<file path="src/rtl/core/hrf_pkg.sv">
`timescale 1ns / 1ps
`default_nettype none
// ----------------------------------------------------------------------------
// hrf_pkg
// Shared types, codes and constants of the HTTP request framer.
// ----------------------------------------------------------------------------
package hrf_pkg;

  localparam int unsigned MAX_BACKENDS = 8;
  localparam logic [3:0]  NAME_LEN     = 4'd14;
  localparam logic [16:0] SAT17        = 17'h1FFFF;

  // opcodes of the input word
  localparam logic [1:0] OP_OPEN  = 2'd0;
  localparam logic [1:0] OP_DATA  = 2'd1;
  localparam logic [1:0] OP_CLOSE = 2'd2;

  // result status codes
  localparam logic [1:0] ST_FORWARD   = 2'd0;
  localparam logic [1:0] ST_TOO_LARGE = 2'd1;
  localparam logic [1:0] ST_CLOSED    = 2'd2;

  // configuration register indexes
  localparam logic REG_UPSTREAM_COUNT = 1'b0;
  localparam logic REG_MAX_BYTES      = 1'b1;

  typedef enum logic [2:0] {
    LP_NAME,
    LP_COLON,
    LP_BLANK,
    LP_DIGITS,
    LP_DONE
  } len_phase_t;

  typedef struct packed {
    len_phase_t  phase;
    logic [3:0]  name_match;
    logic [16:0] value;
    logic [16:0] name_end;
  } parse_st_t;

  // lower-case "content-length"
  function automatic logic [7:0] name_char(input logic [3:0] idx);
    logic [7:0] c;
    case (idx)
      4'd0:    c = "c";
      4'd1:    c = "o";
      4'd2:    c = "n";
      4'd3:    c = "t";
      4'd4:    c = "e";
      4'd5:    c = "n";
      4'd6:    c = "t";
      4'd7:    c = "-";
      4'd8:    c = "l";
      4'd9:    c = "e";
      4'd10:   c = "n";
      4'd11:   c = "g";
      4'd12:   c = "t";
      4'd13:   c = "h";
      default: c = 8'h00;
    endcase
    return c;
  endfunction

endpackage
`default_nettype wire

</file>
<file path="src/rtl/core/http_request_framer_core.sv">
`timescale 1ns / 1ps
`default_nettype none
// Results are registered: a result is in the output register in the cycle after its word is accepted.
// Throughput: one word per cycle while no result is stalled; the per-word state update is a single combinational pass.
// The output register stalls input only while a result waits and out_ready is low.
// Reset (synchronous, rst_n low): connection idle, round robin at backend 0,
// upstream_count 2, max_request_bytes 32768, no result pending.
// ----------------------------------------------------------------------------
// http_request_framer_core
// Frames one HTTP request per connection and picks a backend round robin.
// ----------------------------------------------------------------------------
module http_request_framer_core
  import hrf_pkg::*;
(
  input  logic        clk,
  input  logic        rst_n,
  input  logic        in_valid,
  output logic        in_ready,
  input  logic [1:0]  in_opcode,
  input  logic [7:0]  in_data_byte,
  output logic        out_valid,
  input  logic        out_ready,
  output logic [1:0]  out_status,
  output logic [15:0] out_total_length,
  output logic [2:0]  out_upstream_index,
  input  logic        cfg_psel,
  input  logic        cfg_penable,
  input  logic        cfg_pwrite,
  input  logic [2:0]  cfg_paddr,
  input  logic [31:0] cfg_pwdata,
  output logic [31:0] cfg_prdata,
  output logic        cfg_pready
);

  typedef enum logic [1:0] {
    FR_IDLE,
    FR_ACTIVE
  } frame_t;

  frame_t      frame_r,      frame_nxt;
  parse_st_t   parse_r,      parse_nxt;
  parse_st_t   parse_step;
  logic [1:0]  blank_r,      blank_nxt;
  logic [16:0] byte_count_r, byte_count_nxt;
  logic [16:0] expected_r,   expected_nxt;
  logic [2:0]  rr_r,         rr_nxt;
  logic [2:0]  chosen_r,     chosen_nxt;
  logic [3:0]  upc_r;
  logic [15:0] max_r;
  logic        out_valid_r,  out_valid_nxt;
  logic [1:0]  status_r,     status_nxt;
  logic [15:0] total_r,      total_nxt;
  logic [2:0]  index_r,      index_nxt;

  logic        accept;
  logic        cfg_write;
  logic [3:0]  n_backends;
  logic [3:0]  pick;
  logic [3:0]  pick_inc;
  logic [16:0] body;
  logic [17:0] total_sum;
  logic [16:0] total_sat;
  logic        done;

  assign accept    = in_valid && in_ready;
  assign in_ready  = !out_valid_r || out_ready;
  assign cfg_pready = 1'b1;
  assign cfg_write = cfg_psel && cfg_penable && cfg_pwrite && cfg_pready;
  assign cfg_prdata = (cfg_paddr[2] == REG_MAX_BYTES) ? {16'b0, max_r} : {28'b0, upc_r};

  assign out_valid          = out_valid_r;
  assign out_status         = status_r;
  assign out_total_length   = total_r;
  assign out_upstream_index = index_r;

  hrf_length_parse u_parse (
    .cur       (parse_r),
    .data_byte (in_data_byte),
    .pos       (byte_count_r),
    .nxt       (parse_step)
  );

  // backend count clamped to 1..MAX_BACKENDS
  assign n_backends = (upc_r == 4'd0) ? 4'd1
                    : (upc_r > 4'(MAX_BACKENDS)) ? 4'(MAX_BACKENDS) : upc_r;
  assign pick       = ({1'b0, rr_r} >= n_backends) ? 4'd0 : {1'b0, rr_r};
  assign pick_inc   = pick + 4'd1;

  // header end: total = bytes up to and including this LF + body
  assign body      = ((parse_step.phase == LP_DIGITS || parse_step.phase == LP_DONE) &&
                      ({1'b0, parse_step.name_end} + 18'd6 <= {1'b0, byte_count_r}))
                     ? parse_step.value : 17'd0;
  assign total_sum = {1'b0, byte_count_r} + 18'd1 + {1'b0, body};
  assign total_sat = total_sum[17] ? SAT17 : total_sum[16:0];

  always_comb begin
    frame_nxt      = frame_r;
    parse_nxt      = parse_r;
    blank_nxt      = blank_r;
    byte_count_nxt = byte_count_r;
    expected_nxt   = expected_r;
    rr_nxt         = rr_r;
    chosen_nxt     = chosen_r;
    out_valid_nxt  = out_valid_r && !out_ready;
    status_nxt     = status_r;
    total_nxt      = total_r;
    index_nxt      = index_r;
    done           = 1'b0;
    if (accept) begin
      case (in_opcode)
        OP_OPEN: begin
          chosen_nxt     = pick[2:0];
          rr_nxt         = (pick_inc >= n_backends) ? 3'd0 : pick_inc[2:0];
          frame_nxt      = FR_ACTIVE;
          parse_nxt      = '{phase: LP_NAME, name_match: 4'd0, value: 17'd0,
                             name_end: 17'd0};
          blank_nxt      = 2'd0;
          byte_count_nxt = 17'd0;
          expected_nxt   = 17'd0;
        end
        OP_CLOSE: begin
          if (frame_r == FR_ACTIVE) begin
            frame_nxt     = FR_IDLE;
            out_valid_nxt = 1'b1;
            status_nxt    = ST_CLOSED;
            total_nxt     = 16'd0;
            index_nxt     = chosen_r;
          end
        end
        OP_DATA: begin
          if (frame_r == FR_ACTIVE) begin
            byte_count_nxt = byte_count_r + 17'd1;
            if (expected_r == 17'd0) begin
              parse_nxt = parse_step;
              if (in_data_byte == 8'h0D) begin
                blank_nxt = (blank_r == 2'd2) ? 2'd3 : 2'd1;
              end else if (in_data_byte == 8'h0A && blank_r == 2'd1) begin
                blank_nxt = 2'd2;
              end else if (in_data_byte == 8'h0A && blank_r == 2'd3) begin
                blank_nxt    = 2'd0;
                expected_nxt = total_sat;
                if (total_sat > {1'b0, max_r}) begin
                  done       = 1'b1;
                  status_nxt = ST_TOO_LARGE;
                end
              end else begin
                blank_nxt = 2'd0;
              end
            end
            if (!done) begin
              if (expected_nxt != 17'd0 && byte_count_nxt >= expected_nxt) begin
                done       = 1'b1;
                status_nxt = ST_FORWARD;
              end else if (byte_count_nxt >= {1'b0, max_r}) begin
                done       = 1'b1;
                status_nxt = ST_TOO_LARGE;
              end
            end
            if (done) begin
              frame_nxt     = FR_IDLE;
              out_valid_nxt = 1'b1;
              total_nxt     = expected_nxt[16] ? 16'hFFFF : expected_nxt[15:0];
              index_nxt     = chosen_r;
            end
          end
        end
        default: begin
          // unused opcode: drop the word
          frame_nxt = frame_r;
        end
      endcase
    end
  end

  always_ff @(posedge clk) begin
    if (!rst_n) begin
      frame_r      <= FR_IDLE;
      parse_r      <= '{phase: LP_NAME, name_match: 4'd0, value: 17'd0, name_end: 17'd0};
      blank_r      <= 2'd0;
      byte_count_r <= 17'd0;
      expected_r   <= 17'd0;
      rr_r         <= 3'd0;
      chosen_r     <= 3'd0;
      upc_r        <= 4'd2;
      max_r        <= 16'd32768;
      out_valid_r  <= 1'b0;
    end else begin
      frame_r      <= frame_nxt;
      parse_r      <= parse_nxt;
      blank_r      <= blank_nxt;
      byte_count_r <= byte_count_nxt;
      expected_r   <= expected_nxt;
      rr_r         <= rr_nxt;
      chosen_r     <= chosen_nxt;
      out_valid_r  <= out_valid_nxt;
      if (cfg_write) begin
        if (cfg_paddr[2] == REG_UPSTREAM_COUNT) upc_r <= cfg_pwdata[3:0];
        else                                    max_r <= cfg_pwdata[15:0];
      end
    end
  end

  always_ff @(posedge clk) begin
    status_r <= status_nxt;
    total_r  <= total_nxt;
    index_r  <= index_nxt;
  end

endmodule
`default_nettype wire

</file>
<file path="src/rtl/core/hrf_length_parse.sv">
`timescale 1ns / 1ps
`default_nettype none
// ----------------------------------------------------------------------------
// hrf_length_parse
// Content-length scanner: name match, colon, blanks and decimal digits.
// ----------------------------------------------------------------------------
module hrf_length_parse
  import hrf_pkg::*;
(
  input  parse_st_t   cur,
  input  logic [7:0]  data_byte,
  input  logic [16:0] pos,
  output parse_st_t   nxt
);

  logic [7:0]  folded;
  logic [3:0]  match_inc;
  logic        is_digit;
  logic        is_blank;
  logic [20:0] accum;

  assign folded    = (data_byte >= "A" && data_byte <= "Z") ? data_byte + 8'd32 : data_byte;
  assign is_digit  = (data_byte >= "0") && (data_byte <= "9");
  assign is_blank  = (data_byte == " ") || (data_byte == 8'h09);
  // value * 10 + digit as two shifts and two adds
  assign accum     = ({4'b0, cur.value} << 3) + ({4'b0, cur.value} << 1)
                     + {17'b0, data_byte[3:0]};
  assign match_inc = (folded == name_char(cur.name_match)) ? cur.name_match + 4'd1
                   : (folded == "c") ? 4'd1 : 4'd0;

  always_comb begin
    nxt = cur;
    case (cur.phase)
      LP_NAME: begin
        if (match_inc >= NAME_LEN) begin
          nxt.name_match = 4'd0;
          nxt.name_end   = pos;
          nxt.phase      = LP_COLON;
        end else begin
          nxt.name_match = match_inc;
        end
      end
      LP_COLON: begin
        if (data_byte == ":") nxt.phase = LP_BLANK;
      end
      LP_BLANK, LP_DIGITS: begin
        if (cur.phase == LP_BLANK && is_blank) begin
          nxt.phase = LP_BLANK;
        end else if (is_digit) begin
          nxt.phase = LP_DIGITS;
          nxt.value = (accum > {4'b0, SAT17}) ? SAT17 : accum[16:0];
        end else begin
          nxt.phase = LP_DONE;
        end
      end
      LP_DONE: nxt = cur;
      default: nxt = cur;
    endcase
  end

endmodule
`default_nettype wire

</file>
<file path="config.mk">
export PLATFORM = sky130hd
export DESIGN_NAME = http_request_framer_core
export DESIGN_NICKNAME = d
export VERILOG_FILES = /design/src/rtl/core/hrf_pkg.sv /design/src/rtl/core/http_request_framer_core.sv /design/src/rtl/core/hrf_length_parse.sv
export SDC_FILE = /design/constraint.sdc
export NUM_CORES = 1
export LEC_CHECK = 0
export ABC_AREA = 1
export BUFFER_PORTS_ARGS = -buffer_cell sky130_fd_sc_hd__buf_4
export CORE_MARGIN = 4
export CORE_UTILIZATION = 61
export CTS_CLUSTER_DIAMETER = 120
export DETAILED_ROUTE_END_ITERATION = 8
export PLACE_DENSITY = 0.82
export SYNTH_ARGS = -nofsm -noshare
export SYNTH_HDL_FRONTEND = slang
export SYNTH_SLANG_ARGS = --single-unit
</file>
<file path="constraint.sdc">
create_clock -name clk -period 10.05 [get_ports clk]
set_clock_uncertainty 0.1 [all_clocks]
set_input_delay 0 -clock clk [delete_from_list [all_inputs] [get_ports clk]]
set_output_delay 0 -clock clk [all_outputs]
set_load 0.05 [all_outputs]
</file>
# [Word level (Yosys, flattened, before mapping)]
# Memory sizes are Yosys's and may differ from the RTL's. A register that Yosys moved wholly into a read port is not among the register bits.
# Index checks and enable logic that the tools add are counted.
[totals] mem_bits_ro=112 word_cells=185 ram_bits=0 mem_count=1 reg_bits=127 input_bits=52 output_inout_bits=56 latch_bits=0
[op_classes] add_sub_neg=9 multipliers=0 n_reduce_logical=34 bitwise=1 shifts=0 div_mod_pow=0 eq_ne=23 n_mux=88 n_lt_le_gt_ge=13
[mem_list] memory="(name not given)" depth=16 word_bits=7 read_ports=1 rd_clocked_by_memory_dff=1 wr=0 line="hrf_pkg.sv:45" text="case (idx)"
[op_table] op="$mux W17" count=17
[op_table] op="$mux W41" count=2
[op_table] op="$pmux W41 S2" count=1
[op_table] op="$mux W16" count=5
[op_table] op="$pmux W17 S2" count=2
[op_table] op="$mux W2" count=18
[op_table] op="$pmux W16 S2" count=1
[op_table] op="$mux W4" count=7
[op_table] op="$mux W3" count=9
[op_table] op="$eq A8 B4 Y1 const B" count=3
[op_table] op="$add A20 B18 Y21" count=1
[op_table] op="$add A21 B4 Y21" count=1
[op_table] op="$gt A21 B17 Y1 const B" count=1
[op_table] op="$mux W1" count=19
[op_table] op="$add A17 B1 Y18 const B" count=1
[op_table] op="$add A17 B3 Y18 const B" count=1
[op_table] op="$add A18 B17 Y18" count=1
[op_table] op="$le A18 B17 Y1" count=1
[op_table] op="$add A17 B1 Y17 const B" count=1
[op_table] op="$ge A17 B16 Y1" count=1
[op_table] op="$ge A17 B17 Y1" count=1
[op_table] op="$gt A17 B16 Y1" count=1
[op_table] op="$logic_not A17 Y1" count=1
[op_table] op="$reduce_bool A17 Y1" count=1
[op_table] op="other kinds (41)" count=71

# [Longest topological paths before layout]
[logic_depth] depth_word=33 depth_mapped=73 depth_no_buf=70

# [Cells and area by module]
# From an unflattened synthesis, not the netlist that was laid out.
[hier_totals] hier_cells=1829 area_unflattened_um2=11883.9
[modules_own_cells] module="http_request_framer_core" n_inst=1 cells_each=1337 area_each_um2=9120.0
[modules_own_cells] module="hrf_length_parse" n_inst=1 cells_each=492 area_each_um2=2763.9

# [Worst setup path after synthesis]
# OpenSTA, ideal clock, no wires.
[synth_timing] path_kind="reg-to-reg" startpoint="register with a tool-made name" endpoint="register total_r[0] (netlist: out_total_length[0]), enable pin" setup_ps=374 synth_period_minus_slack_ps=7547 path_stages_with_launch=60 slack_ps=2503 arrival_time_ps=7073 cell_sequence="dfxtp_1 > xor2_1 > nor4_1 > nand2_2 > nor2_4 > nand3_2 > inv_2 > nand3_2 > buf_6 > buf_6 > nand2_1 > o21ai_1 > ha_1 > inv_1 > nand3_2 > nor2_2 > nand2_4 > nor2_8 > [24 not listed] > nand2_1 > nand3_1 > nand2_1 > nand2_1 > inv_2 > buf_2 > nand4_1 > nand2_1 > ha_1 > inv_1 > nor4_1 > nand2_1 > o31a_1 > o211ai_1 > nand2_1 > nand3_1 > nand2_1 > inv_1"
[synth_lines] item="to (signal assigned)" line="http_request_framer_core.sv:205" text="total_r <= total_nxt;"
[synth_lines] item="to (decl)" line="http_request_framer_core.sv:52" text="logic [15:0] total_r, total_nxt;"

==> results.toml <==
[final_layout]
fillers = 1606
area_growth_pct = 12.9
final_common_cell = "nand2_1"
mostFrequentLayoutCells = "nand2_1 (401), inv_1 (214), a21oi_1 (161), ha_1 (139), nor2_1 (128)"
drive_above_1_share = 0.111
layout.nets = 1981
antenna_cells = 0
fin_cells = 2034

[clock_tree]
cts_inserted_buffers = 17
cts_tree = "yes"
clkLatencyLatePin_ns = 0.43
path_clk_slew_ns = 0.06
htreeDepth = 4
cts_buffer_depth = 2
post_cts_resized = 0
root_buffer = "clkbuf_16"
cts.sinks = 133

[worst_setup_path]
end_kind = "register"
r2r_cells = 59
timing.rr.end = "out_total_length[0]"
critical_path_class = "reg2reg"
crit_required_ns = 10.00
crit_slowest_cell = "inv_1"
path_max_fanout = 19
reg2reg_setup_slack_ns = 1.01
cp-start-kind = "register"
path_common_cell = "nand2_1"
cpPeakStageDelay_ns = 0.56
worstPathArrival_ns = 9.00

[flow_run]
max-cap-violations = 0

[power_and_ir_drop]
leakagePower_nw = 6.48
power.total_w = 0.00132
peakVddDrop_mv = 0.110
pwr_density_cell_nw_per_um2 = 101

[place]
io_buffers = 72
gp_congestion = 0.955
dp.cells = 1970
place_hpwl_mm = 23.2

[drt]
via_per_inst = 5.59
vias = 11400
post-route-drc-count = 0
drt_wl_total_mm = 30.9
ant_nets = 0
drt_iter0_markers = 826
drt-wirelength-per-cell_um = 15.2
first_pass_iters = 6

[min_path]
hp-class = "in2reg"
min_to = "parse_r[39]"
hold_depth = 5
worstHoldStart = "in_data_byte[5]"

[global_routing]
antenna_found_initial = 0
grt_overflow = 0
grt_pass1_vias = 10800
grt.total_usage = 0.289
grt_max_degree = 66
grt_pass1_wl_mm = 51.4

[logic_synthesis]
synth_edf_count = 21
syn_avg_cell_area_sq_um = 6.77
yosys-top-cells-area = "dfxtp_1 (19%), ha_1 (15%), nand2_1 (13%), inv_1 (7.0%), a21oi_1 (7.0%)"
synth_top_cell_by_area = "dfxtp_1"
postSynthRegisterBits = 133
ys_seq_area_frac = 0.249
synthDominantCellAreaShare = 0.194
synth_cell_types = 58
synth_ff_type = "dfxtp_1"
yosys_warnings = 0
syn_inst = 1703
netlist_area_sq_um = 11500
async_reset_ff_frac = 0

[timing]
min_period_over_period = 0.900
setup_tns_ns = 0
hold_slack_ns = 0.0105
worst_slew_pin_slew_ns = 1.02
setup_viol_count_final = 0
timing.fmax_mhz = 111
finalHoldViolations = 0
slew_headroom = 0.320
layout_min_cycle_time_ns = 9.04
grt_setup_unrepaired = "no"
finalMaxSlewViolations = 0

[floorplanning]
initial_utilization = 0.619
die_area_sq_um = 21200
rows = 50
die_h_um = 146
boundaryPins = 108
core_area_sq_um = 18600
die-width_um = 146

[outcome]
status = "finished, final reports clean"
==> synthesized netlist by cell type, types with 4 or more instances <==
cell type	n
inv_2	10
buf_1	8
nand2_1	401
nand2_2	14
edfxtp_1	21
nand3b_1	8
nand4_1	28
o21ai_0	84
xnor2_1	16
ha_1	139
or2_2	22
buf_4	18
o211ai_1	6
xor2_1	31
nor2_1	128
o21ai_1	8
dfxtp_1	112
nor3_1	17
a31oi_1	6
o22ai_1	4
nor2_2	11
nor2_4	15
nand3_1	124
o21bai_1	4
a21oi_1	161
inv_1	215
clkbuf_1	29
o21a_1	5
nand3_2	4
nor4_1	6
==> state kept, by name (all words and copies together) (netlist names), 4 cells and up, named ones only <==
| register | count |
|---|---|
| byte_count_r | 17 |
| expected_r | 17 |
| max_r | 16 |
| out_total_length | 16 |
| parse_r | 41 |
| upc_r | 4 |
==> power by group <==
group / internal [W] / switching (W) / total (W)
combinational: 0.0000537 / 0.000110 / 0.000164
sequential: 0.000550 / 0.00000529 / 0.000555
clock: 0.000342 / 0.000259 / 0.000601
total: 0.000945 / 0.000375 / 0.00132
==> how the worst max path moves through the flow <==
stage,slack (ns),from,to,cells after the start
global placement,1.37,register,out_upstream_index[2],59
detailed placement,1.05,register,out_upstream_index[0],59
CTS,1.03,register,out_total_length[0],60
global route,0.05,in_data_byte[0],out_valid,70
floorplan,2.50,register,out_total_length[0],59
finish,1.01,register,out_total_length[0],59
==> metrics by stage <==
stage,setup WS (ns),util,instance area [sq um]
6_report,1.01,0.698,13000
5_1_grt,0.0461,0.698,13000
4_1_cts,1.03,0.698,13000
3_5_place_dp,1.05,0.651,12100
3_3_place_gp,1.37,0.651,12100
2_1_floorplan,2.50,-,11600
==> cells by family (layout without fill, tap and decap cells) <==
kind of cell | Yosys count | in the layout | synth area share
AND/OR/NAND/NOR | 793 | 793 | 0.316
AO/OA/AOI/OAI | 301 | 301 | 0.141
flip-flops | 133 | 133 | 0.249
adder cells (fa/ha/maj) | 142 | 142 | 0.156
buffers and inverters | 285 | 367 | 0.101
other | 2 | 17 | 0.000651
XOR/XNOR | 47 | 47 | 0.0357
==> final cells by class <==
type / instances / area (sq um) / area share
multi-input combinational: 1300 / 7550 / 0.580
inverter: 226 / 848 / 0.0652
sequential: 133 / 2870 / 0.221
clock inverter: 14 / 128 / 0.00980
clock buffer: 18 / 429 / 0.0330
timing repair buffer: 109 / 898 / 0.0690
tap: 234 / 293 / 0.0225
==> per-layer routing <==
layer,wire (um),global-route usage,part of all wire,up-vias
met5,0,0,0,-
met4,1230,0.124,0.040,0
met3,1670,0.0442,0.054,85
met2,14500,0.496,0.47,361
met1,13500,0.363,0.44,5173
li1,-,-,-,5759
==> critical path: cells and delay by family, from the launching register on <==
kind | cells | cell delay [ns]
AO/OA/AOI/OAI | 9 | 1.26
XOR/XNOR | 1 | 0.15
adder cells (fa/ha/maj) | 4 | 1.16
buffers and inverters | 7 | 1.08
flip-flops | 1 | 0.31
AND/OR/NAND/NOR | 38 | 4.55
==> what timing repair did <==
action	CTS	global route
buffers inserted	0	0
endpoints found under the setup margin	0	0
hold buffers	32	0
endpoints found under the hold margin	42	0
Power figures use the tool's default switching activity.
